## config.mk

```make
export PLATFORM = sky130hd
export DESIGN_NAME = dpcl_regs
export DESIGN_NICKNAME = d
export VERILOG_FILES = /design/src/hdl/dpcl_pkg.sv /design/src/hdl/dpcl_regs.sv
export SDC_FILE = /design/constraint.sdc
export NUM_CORES = 1
export LEC_CHECK = 0
export ABC_CLOCK_PERIOD_IN_PS = 1470
export BUFFER_PORTS_ARGS = -buffer_cell sky130_fd_sc_hd__buf_4
export CAP_MARGIN = 10
export CORE_ASPECT_RATIO = 0.8
export CORE_MARGIN = 2
export CORE_UTILIZATION = 25
export CTS_CLUSTER_SIZE = 28
export DETAILED_ROUTE_END_ITERATION = 8
export PLACE_DENSITY = 0.51
export SKIP_LAST_GASP = 1
export SYNTH_ARGS = -nofsm -noshare
export SYNTH_HDL_FRONTEND = slang
export SYNTH_SLANG_ARGS = --single-unit
export TNS_END_PERCENT = 100
```

## constraint.sdc

```tcl
create_clock -name clk -period 1.47 [get_ports clk]
set_input_delay 0.3675 -clock clk [delete_from_list [all_inputs] [get_ports clk]]
set_output_delay 0.3675 -clock clk [all_outputs]
set_load 0.05 [all_outputs]
```

## src/hdl/dpcl_pkg.sv

```systemverilog
// shared types and constants for the dual pi current loop
// register indexes, reset values, datapath widths, config and control bundles
`timescale 1ns / 1ps

package dpcl_pkg;

    localparam int CFG_IDX_W  = 4;
    localparam int CFG_DATA_W = 16;

    localparam logic [CFG_IDX_W-1:0] REG_PROP_GAIN   = 4'd0;
    localparam logic [CFG_IDX_W-1:0] REG_INTEG_GAIN  = 4'd1;
    localparam logic [CFG_IDX_W-1:0] REG_INTEG_LIMIT = 4'd2;
    localparam logic [CFG_IDX_W-1:0] REG_DUTY_CAP_A  = 4'd3;
    localparam logic [CFG_IDX_W-1:0] REG_DUTY_CAP_B  = 4'd4;
    localparam logic [CFG_IDX_W-1:0] REG_WINDING_RES = 4'd5;
    localparam logic [CFG_IDX_W-1:0] REG_TORQUE_K    = 4'd6;
    localparam logic [CFG_IDX_W-1:0] REG_INV_SUPPLY  = 4'd7;

    localparam logic [15:0] RST_PROP_GAIN   = 16'd0;
    localparam logic [15:0] RST_INTEG_GAIN  = 16'd0;
    localparam logic [14:0] RST_INTEG_LIMIT = 15'd12288;   // 3.0 in q4.12
    localparam logic [15:0] RST_DUTY_CAP    = 16'd65535;
    localparam logic [15:0] RST_WINDING_RES = 16'd512;     // 2.0 ohm in q8.8
    localparam logic [15:0] RST_TORQUE_K    = 16'd737;     // 0.18 in q4.12
    localparam logic [15:0] RST_INV_SUPPLY  = 16'd5461;    // 1/12 in q0.16

    // datapath widths
    localparam int ERR_W   = 17;
    localparam int PROD_W  = 34;
    localparam int VOLT_W  = 36;
    localparam int SPLIT_W = 18;   // low part of the voltage for the duty multiply
    localparam int DUTY_W  = 53;
    localparam int FRAC_SH = 20;   // duty product q.36 down to q0.16

    // pipeline ranks ahead of the output register
    localparam int STAGES = 6;

    typedef struct packed {
        logic [15:0] prop_gain;
        logic [15:0] integ_gain;
        logic [14:0] integ_limit;
        logic [15:0] duty_cap_a;
        logic [15:0] duty_cap_b;
        logic [15:0] winding_resistance;
        logic [15:0] torque_constant;
        logic [15:0] inv_supply;
    } cfg_t;

    typedef struct packed {
        logic adv;    // whole pipeline moves one rank
        logic step;   // a real item leaves the input rank, integrator updates
    } pipe_ctrl_t;

endpackage

```

## src/hdl/dpcl_regs.sv

```systemverilog
// configuration register file for the dual pi current loop
// depends on dpcl_pkg for register indexes, reset values and cfg_t
`timescale 1ns / 1ps

module dpcl_regs
    import dpcl_pkg::*;
(
    input  logic                  clk,
    input  logic                  rst_n,
    input  logic                  cfg_wr_en,
    input  logic [CFG_IDX_W-1:0]  cfg_index,
    input  logic [CFG_DATA_W-1:0] cfg_data,
    output cfg_t                  cfg
);

    cfg_t cfg_reg;
    cfg_t cfg_next;

    always_comb
    begin
        cfg_next = cfg_reg;
        if (cfg_wr_en)
        begin
            unique case (cfg_index)
                REG_PROP_GAIN:   cfg_next.prop_gain          = cfg_data;
                REG_INTEG_GAIN:  cfg_next.integ_gain         = cfg_data;
                REG_INTEG_LIMIT: cfg_next.integ_limit        = cfg_data[14:0];
                REG_DUTY_CAP_A:  cfg_next.duty_cap_a         = cfg_data;
                REG_DUTY_CAP_B:  cfg_next.duty_cap_b         = cfg_data;
                REG_WINDING_RES: cfg_next.winding_resistance = cfg_data;
                REG_TORQUE_K:    cfg_next.torque_constant    = cfg_data;
                REG_INV_SUPPLY:  cfg_next.inv_supply         = cfg_data;
                default:         cfg_next                    = cfg_reg;
            endcase
        end
    end

    always_ff @(posedge clk or negedge rst_n)
    begin
        if (!rst_n)
        begin
            cfg_reg.prop_gain          <= RST_PROP_GAIN;
            cfg_reg.integ_gain         <= RST_INTEG_GAIN;
            cfg_reg.integ_limit        <= RST_INTEG_LIMIT;
            cfg_reg.duty_cap_a         <= RST_DUTY_CAP;
            cfg_reg.duty_cap_b         <= RST_DUTY_CAP;
            cfg_reg.winding_resistance <= RST_WINDING_RES;
            cfg_reg.torque_constant    <= RST_TORQUE_K;
            cfg_reg.inv_supply         <= RST_INV_SUPPLY;
        end
        else
        begin
            cfg_reg <= cfg_next;
        end
    end

    assign cfg = cfg_reg;

endmodule

```

Word-level counts from Yosys, hierarchy flattened
Cells that the tools add are included.
- flip-flop bits (word level): 127
- word-level logic and storage cells: 24
- bits of input ports: 23
- reduce and logical (&&, ||, !) cells: 9
- equal/unequal tests: 7
- operators with widths (cell ; number):
    4-bit by 3-bit equality test with 1-bit output, second input constant ; 4
    2-bit AND reduction ; 8
    4-bit by 2-bit equality test with 1-bit output, second input constant ; 2
    4-bit by 1-bit equality test with 1-bit output, second input constant ; 1
    4-bit zero test ; 1

Longest topological paths before layout
Gate-level depths: netlist of run 1.
- depth in word-level cells: 2
- mapped depth: 6
- mapped depth without buffers: 3

Least setup slack after synthesis of run 1
Ideal clock, no wire load.
- path kind: input to register
- from: in cfg_index[1]
- to: reg cfg_reg, in the netlist cfg[11]
- slack: -0.053 ns
- stages: 5
- data arrival time: 1.398 ns
- setup time: 0.125 ns
- cells stage by stage: clkbuf_2 -> nand2_1 -> nor2_2 -> buf_4 -> mux2_2
- cells in the longest elaborated chain, start to end: 2
- RTL lines (what ; RTL line ; RTL):
    from (decl) ; dpcl_regs.sv:11 ; input logic [CFG_IDX_W-1:0] cfg_index,
    4-bit by 3-bit equality test with 1-bit output ; dpcl_regs.sv:24 ; unique case (cfg_index)
    2-bit AND reduction (no line) ; - ;
    to (signal assigned) ; dpcl_regs.sv:53 ; cfg_reg <= cfg_next;
    to (decl) ; dpcl_regs.sv:16 ; cfg_t cfg_reg;
Every way passes these cells.
A chain may end at the register's enable or synchronous reset.

Worst setup path in the final report of run 1
- from: reg cfg_reg, in the netlist cfg[21]
- to: out cfg[21] (netlist name)
- RTL lines (what ; RTL line ; RTL):
    to (decl) ; dpcl_regs.sv:13 ; output cfg_t cfg
No word-level cell between the ends.

==> impl_metrics.tcl, run 1 <==
set metrics [dict create \
    drc 0 \
    hold_start "cfg_data[13]" \
    skew_ns 0 \
    grt_max_degree 34 \
    worstMarginPinSlew_ns 0.5290 \
    clk_path_buf_depth 2 \
    synth_area_per_cell_sq_um 17.62 \
    synth-seq-area-share_pct 66.10 \
    vias_per_cell 4.166 \
    dp_hpwl_um 9741 \
    clkTransAtPathRegs_ns 0.06 \
    power.density_mw_per_mm2 2030 \
    synth_flop_cell "dfrtp_1" \
    p_leak_nw 3.488 \
    die_h_um 129.2 \
    fin_nets 493 \
    slew_headroom_pct 64.74 \
    drtAntennaViolNets 0 \
    cp.required_ns 1.10 \
    rsz0062_at_grt "true" \
    fin_crit_ns 1.501 \
    rr_startpoint "cfg[58]" \
    vias 3087 \
    critical_path_class "reg -> out" \
    clkSinkCount 127 \
    maxSlewViolCount 0 \
    worstPathArrival_ns 1.13 \
    violations "negative setup slack" \
    outcome "finished, violations left" \
    synth_top_cells_by_count "124 x mux2_2, 80 x dfrtp_1, 47 x dfstp_2, 5 x buf_6" \
    yosysUniqueCellTypes 17 \
    max-cap-violations 0 \
    synthDominantCellAreaShare_pct 40.88 \
    area_growth_pct 56.06 \
    yosys.area.top_type "dfrtp_1" \
    setup_viol 27 \
    cts_root_buffer "clkbuf_16" \
    dr.pass1.iters 3 \
    clock_latency_ns 0.40 \
    path_cells "buf_8" \
    synth_cells 278 \
    coreArea_sq_mm 0.01909 \
    synth_edf_count 0 \
    largest_reg_flops 127 \
    fmax_mhz 666.0 \
    drt_iter0_drc 73 \
    portBuffers 149 \
    async_flop_share_pct 100.0 \
    antenna_found_initial 0 \
    min_path_type "in -> reg" \
    cts_made_buffers 17 \
    grt_pass1_vias 3375 \
    antenna_cells 0 \
    tritoncts "yes" \
    finalHoldViolations 0 \
    num_rows 45 \
    worst_slack_ns -0.03143 \
    drt_wl_total_um 13520 \
    place_congestion 0.7244 \
    cts_max_level 4 \
    place_ws_ns -0.1669 \
    final_layout_size_suffix_gt1_share_pct 81.78 \
    grt_pass1_wl_um 20670 \
    synth_nets 301 \
    io_pins 150 \
    slowest_delay_ns 0.57 \
    fin_util_pct 40.04 \
    wl_per_cell_um 18.25 \
    min_period_over_period_pct 102.1 \
    yosys_warnings 0 \
    crit_path_top_delay_cell "dfstp_2" \
    yosysMostFrequentCell "mux2_2" \
    hold_slack_ns 0.2442 \
    ys_ff_latch 127 \
    cp-start-kind "flip-flop" \
    worstSetupEndpointType "output port" \
    start_util_pct 25.66 \
    cp_num_buf_inv 1 \
    grt_overflow_total 0 \
    synthesis.area_sq_mm 0.004897 \
    crit_start "cfg[21]" \
    grt_use_total_pct 13.62 \
    cp_top_family "flip-flops" \
    die-area_sq_mm 0.02073 \
    worstPathMaxFanout 2 \
    synth_area_leaders "dfrtp_1 41%, mux2_2 29%, dfstp_2 25%" \
    ir_worst_vdd_mv 0.8062 \
    die_x_um 160.5 \
]
## cell usage in the layout, fill, tap and decap left out, drive strengths merged
cell,synthesis,routed
and3,1,1
buf,11,184
bufinv,0,3
clkbuf,1,20
clkinv,0,4
clkinvlp,0,3
dfrtp,80,80
dfstp,47,47
dlygate4sd3,0,1
inv,0,2
mux2,127,127
nand2,2,2
nand2b,1,1
nand3b,3,3
nor2,2,2
nor3b,3,3
## layout make-up
type / instances / area (sq um)
Timing Repair Buffer: 185 / 1844
Sequential cell: 127 / 3237
Tap cell: 258 / 322.8
Multi-Input combinational cell: 139 / 1614
Clock inverter: 12 / 157.7
Clock buffer: 20 / 466.7
Fill cell: 1756 / 11440
## layer usage
layer	GRT usage, %	wire (um)	vias to the layer above
li1	-	-	1382
met1	17.23	6029	1596
met3	4.481	865	18
met2	21.27	6324	91
met4	6.465	301	0
met5	0	0	-
## what timing repair did
action,in CTS,in global routing
buffers inserted,3,2
pin swaps,0,0
hold buffers,1,0
setup endpoints to repair,47,47
gates resized for setup,91,3
hold endpoints to repair,12,0
## power breakdown
| part | total, mW | internal, mW | switching (mW) |
|---|---|---|---|
| Clock | 4.42 | 2.81 | 1.61 |
| Combinational | 5.96 | 2.24 | 3.72 |
| Sequential | 5.14 | 4.55 | 0.591 |
## worst paths after layout
kind | to | slack [ns] | cells after the start
setup / recovery | cfg[21] | -0.03 | 1
min in group asynchronous | cfg[94] | 0.47 | 2
setup reg to reg | cfg[58] | 0.53 | 3
hold reg to reg | cfg[45] | 0.51 | 1
max in group asynchronous | cfg[70] | 0.40 | 3
hold / removal | cfg[61] | 0.24 | 2
## per-stage QoR
stage	area, sq um	total power [mW]	instances	TNS (ns)
after floorplan	4960	8.747	278	-0.9664
after global placement	6618	10.53	703	-11.66
after detailed placement	6618	10.61	703	-12.19
after CTS	7616	15.66	739	-1.405
after global routing	7642	16.13	741	-1.694
final	7642	15.52	741	-0.1971
## kinds of logic after synthesis
kind of cell	share of synthesized area, %
buffers and inverters	2.018
flip-flops	66.10
multiplexers	29.20
AND/OR/NAND/NOR	2.683
Power figures use the tool's default switching activity.
==> inputs of run 2 (changes only) <==
--- a/config.mk
+++ b/config.mk
@@ -10,10 +10,10 @@
 export CAP_MARGIN = 10
 export CORE_ASPECT_RATIO = 0.8
 export CORE_MARGIN = 2
-export CORE_UTILIZATION = 25
+export CORE_UTILIZATION = 55
 export CTS_CLUSTER_SIZE = 28
 export DETAILED_ROUTE_END_ITERATION = 8
-export PLACE_DENSITY = 0.51
+export PLACE_DENSITY = 0.91
 export SKIP_LAST_GASP = 1
 export SYNTH_ARGS = -nofsm -noshare
 export SYNTH_HDL_FRONTEND = slang
==> run 2 against run 1 <==
Compared with the run above:
- the flow still finishes with violations (negative setup slack)
- core utilization up 49 points
- sequential share of layout area is 0.24 points higher
- clock power shrank 9.7%
- maximum frequency decreased by 6.6%
- combinational power grew 8.1%
- via count grew 5.7%
- cell area is 0.57% lower
- wire length is 11% higher
- hold slack worse by 0.091 ns
- cell count down 21%
- flip-flop and latch count unchanged
==> impl_metrics.tcl, run 2 (synthesis results as in run 1) <==
set metrics [dict create \
    p_leak_nw 3.503 \
    tritoncts "yes" \
    setup_viol 52 \
    clkTransAtPathRegs_ns 0.06 \
    antenna_cells 0 \
    portBuffers 149 \
    cp-start-kind "flip-flop" \
    clkSinkCount 127 \
    worst_slack_ns -0.1375 \
    maxSlewViolCount 0 \
    vias 3263 \
    max-cap-violations 0 \
    dr.pass1.iters 4 \
    place_congestion 0.8014 \
    cts_max_level 4 \
    die-area_sq_mm 0.009680 \
    holdPathStages 2 \
    drt_iter0_drc 143 \
    num_rows 30 \
    fmax_mhz 622.1 \
    worstPathArrival_ns 1.24 \
    vias_per_cell 5.540 \
    rr_startpoint "cfg[107]" \
    outcome "finished, violations left" \
    slowest_delay_ns 0.57 \
    worst_r2r_path_depth 2 \
    cp.required_ns 1.10 \
    dp_hpwl_um 8229 \
    grt_pass1_vias 3654 \
    power.density_mw_per_mm2 2072 \
    instances_no_fill 589 \
    die_h_um 88.40 \
    clock_latency_ns 0.51 \
    power_mw 15.74 \
    io_pins 150 \
    rsz0062_at_grt "true" \
    worstSetupEndpointType "output port" \
    die_x_um 109.5 \
    cp_num_buf_inv 1 \
    dp_cells 545 \
    layout_commonest_cell "mux2_2" \
    largest_reg_flops 127 \
    cp.depth 1 \
    min_path_type "in -> reg" \
    path_cells "buf_8" \
    violations "negative setup slack" \
    grt_overflow_total 0 \
    clk_path_buf_depth 2 \
    crit_path_top_delay_cell "dfstp_2" \
    slew_headroom_pct 65.64 \
    worstMarginPinSlew_ns 0.5154 \
    grt_pass1_wl_um 20340 \
    grt_use_total_pct 29.12 \
    skew_ns 0 \
    hold_start "cfg_data[14]" \
    fin_nets 487 \
    antenna_found_initial 0 \
    design_area_sq_mm 0.007599 \
    crit_start "cfg[58]" \
    final_layout_size_suffix_gt1_share_pct 81.13 \
    place_area_sq_mm 0.006320 \
    critical_path_class "reg -> out" \
    cp_top_family "flip-flops" \
    cts_made_buffers 17 \
    fin_util_pct 88.79 \
    grt_max_degree 98 \
    wl_per_cell_um 25.52 \
    ir_worst_vdd_mv 1.395 \
    final_cell_mix "110 x mux2_2, 80 x dfrtp_1, 74 x buf_6" \
    min_period_over_period_pct 109.4 \
    drtAntennaViolNets 0 \
    fin_crit_ns 1.608 \
    drt_wl_total_um 15030 \
    drc 0 \
    finalHoldViolations 0 \
    worstPathMaxFanout 2 \
    cts_root_buffer "clkbuf_8" \
    coreArea_sq_mm 0.008558 \
    area_growth_pct 55.16 \
    start_util_pct 57.22 \
]
## run 2: repair_timing
item	in CTS	in global routing
buffers inserted	5	6
hold buffers	1	0
gates resized for setup	109	59
endpoints found under the setup margin	62	114
hold endpoints to repair	80	0
## run 2: cell type report
| cell class | instances | area [sq um] |
|---|---|---|
| timing repair buffer | 179 | 2052 |
| multi-input combinational | 139 | 1614 |
| fill | 307 | 959.7 |
| sequential | 127 | 3237 |
| clock buffer | 20 | 435.4 |
| clock inverter | 12 | 120.1 |
| tap | 112 | 140.1 |
## run 2: worst paths after layout
check / endpoint / slack (ns)
min: cfg[94] / 0.15
max reg2reg: cfg[107] / 0.50
max: cfg[58] / -0.14
min reg2reg: cfg[84] / 0.51
max in group asynchronous: cfg[65] / 0.57
min in group asynchronous: cfg[46] / 0.47
## run 2: through the flow
stage | TNS [ns] | hold slack, ns | setup slack [ns]
5_1_grt | -7.688 | 0.1397 | -0.1694
3_3_place_gp | -6.776 | 0.4182 | -0.1193
4_1_cts | -5.091 | 0.1438 | -0.1333
6_report | -5.278 | 0.1530 | -0.1375
2_1_floorplan | -0.9664 | 0.07191 | -0.05294
3_5_place_dp | -9.738 | 0.4279 | -0.1737
## run 2: routing by layer
metal  up-vias  global-route usage (%)  wire length, um
li1       1359                       -                -
met1      1726                   34.14             5826
met2       143                   50.22             7927
met3        35                   6.848              885
met4         0                   15.54              393
met5         -                       0                0
## run 2: power breakdown
group	internal [mW]	switching (mW)	total [mW]
registers	4.55	0.762	5.31
clock network	2.44	1.56	3.99
logic	2.56	3.88	6.44
==> inputs of run 3 (changes only) <==
--- a/config.mk
+++ b/config.mk
@@ -14,6 +14,7 @@
 export CTS_CLUSTER_SIZE = 28
 export DETAILED_ROUTE_END_ITERATION = 8
 export PLACE_DENSITY = 0.91
+export RECOVER_POWER = 50
 export SKIP_LAST_GASP = 1
 export SYNTH_ARGS = -nofsm -noshare
 export SYNTH_HDL_FRONTEND = slang
==> run 3 against run 2 <==
Compared with the run above:
- the run still ends with negative setup slack left
- core utilization shrank 0.60 points
- highest routed layer unchanged
- flip-flop and latch count is the same
- worst setup slack is essentially flat
- critical path type unchanged
- clock-buffer cell count is the same
- sequential power is essentially flat
==> impl_metrics.tcl, run 3 (synthesis results as in run 1) <==
set metrics [dict create \
    hold_slack_ns 0.1568 \
    dr.pass1.iters 4 \
    worst_r2r_path_depth 2 \
    worstSetupEndpointType "output port" \
    grt_use_met3_pct 6.848 \
    die_x_um 109.5 \
    portBuffers 149 \
    tritoncts "yes" \
    grt_max_degree 98 \
    fin_crit_ns 1.607 \
    num_rows 30 \
    die_h_um 88.40 \
    largest_reg_flops 127 \
    slew_headroom_pct 42.78 \
    wl_per_cell_um 25.60 \
    violations "negative setup slack" \
    holdPathStages 2 \
    layout_commonest_cell "mux2_2" \
    finalHoldViolations 0 \
    antenna_found_initial 0 \
    drc 0 \
    clkSinkCount 127 \
    rsz0062_at_grt "true" \
    crit_path_top_delay_cell "dfstp_2" \
    hold_start "cfg_data[14]" \
    gr-usage-met1_pct 34.14 \
    die-area_sq_mm 0.009680 \
    critical_path_class "reg -> out" \
    place_ws_ns -0.1737 \
    cp.required_ns 1.10 \
    cp_num_buf_inv 1 \
    start_util_pct 57.22 \
    outcome "finished, violations left" \
    cp-start-kind "flip-flop" \
    worstPathArrival_ns 1.24 \
    grt_overflow_total 0 \
    setup_viol 54 \
    worst_slack_ns -0.1373 \
    final_layout_size_suffix_gt1_share_pct 79.66 \
    grt_pass1_vias 3654 \
    min_period_over_period_pct 109.3 \
    path_cells "buf_8" \
    clk_path_buf_depth 2 \
    clock_latency_ns 0.51 \
    slowest_delay_ns 0.57 \
    worstMarginPinSlew_ns 0.8584 \
    r2r-end "cfg[81]" \
    skew_ns 0 \
    min_path_type "in -> reg" \
    vias_per_cell 5.537 \
    fillers 321 \
    area_growth_pct 54.11 \
    power.density_mw_per_mm2 2085 \
    grt_pass1_wl_um 20340 \
    max-cap-violations 0 \
    cts_made_buffers 17 \
    coreArea_sq_mm 0.008558 \
    place_congestion 0.8014 \
    fin_nets 487 \
    antenna_cells 0 \
    fmax_mhz 622.1 \
    drt_wl_total_um 15080 \
    grt_use_total_pct 29.12 \
    hold_end "cfg[94]" \
    final_cell_mix "108 x mux2_2, 80 x dfrtp_1, 75 x buf_6" \
    worstPathMaxFanout 2 \
    grt.busiest_layer "met2" \
    cp_top_family "flip-flops" \
    ir_worst_vdd_mv 1.397 \
    clkTransAtPathRegs_ns 0.06 \
    dp_hpwl_um 8229 \
    drtAntennaViolNets 0 \
    p_leak_nw 3.469 \
    cts_max_level 4 \
    io_pins 150 \
    cts_root_buffer "clkbuf_8" \
    rr_startpoint "cfg[81]" \
    r2r_slack_ns 0.48 \
    maxSlewViolCount 0 \
    vias 3261 \
    drt_iter0_drc 132 \
    grt_util_met2_pct 50.22 \
]
==> run 3: changes by cell type in the layout (fill, tap and decap cells not counted), sizes merged <==
cell / previous run / this run
buf: 178 / 170
clkbuf: 20 / 28
==> run 3: area by class of cell <==
class | count | area [sq um] | share of cell area (%)
clock buffers | 20 | 435.4 | 5.769
clock inverters | 12 | 120.1 | 1.592
multi-input cells | 139 | 1590 | 21.07
flip-flops and latches | 127 | 3237 | 42.89
well taps | 112 | 140.1 | 1.857
repair buffers | 179 | 2024 | 26.82
==> run 3: repair_timing <==
| item | in CTS | in global routing |
|---|---|---|
| setup endpoints to repair | 62 | 114 |
| hold buffers | 1 | 0 |
| setup buffers | 5 | 6 |
| gates resized for setup | 109 | 59 |
| endpoints found under the hold margin | 80 | 0 |
==> run 3: worst max path at each step <==
stage	from	endpoint	slack, ns	cells past startpoint
finish	cfg[58]	cfg[58]	-0.14	1
global route	cfg[78]	cfg[78]	-0.17	1
CTS	cfg[22]	cfg[22]	-0.13	1
detailed placement	cfg_index[3]	cfg[37]	-0.17	5
global placement	cfg_index[3]	cfg[43]	-0.12	5
floorplan	cfg_index[3]	cfg[37]	-0.05	4
==> run 3: power breakdown <==
group | internal (mW) | leakage (nW) | switching, mW | total (mW)
Sequential | 4.55 | 1.47 | 0.765 | 5.32
Combinational | 2.54 | 1.72 | 3.87 | 6.42
Clock | 2.44 | 0.278 | 1.56 | 4.00
Total | 9.53 | 3.47 | 6.20 | 15.7
==> run 3: through the flow <==
stage	area, sq um	TNS [ns]	total power, mW	std cells	utilization (%)
final	7547	-5.194	15.73	589	88.19
after global routing	7547	-7.688	16.15	589	88.19
after CTS	7332	-5.091	15.18	583	85.67
after detailed placement	6320	-9.738	10.57	545	73.85
after global placement	6320	-6.776	10.40	545	73.85
after floorplan	4960	-0.9664	8.747	278	-
==> run 3: per-layer routing <==
| layer | part of all wire, % | up-vias |
|---|---|---|
| met5 | 0 | - |
| met4 | 2.4 | 0 |
| met3 | 5.5 | 31 |
| met2 | 52 | 138 |
| met1 | 40 | 1733 |
| li1 | - | 1359 |
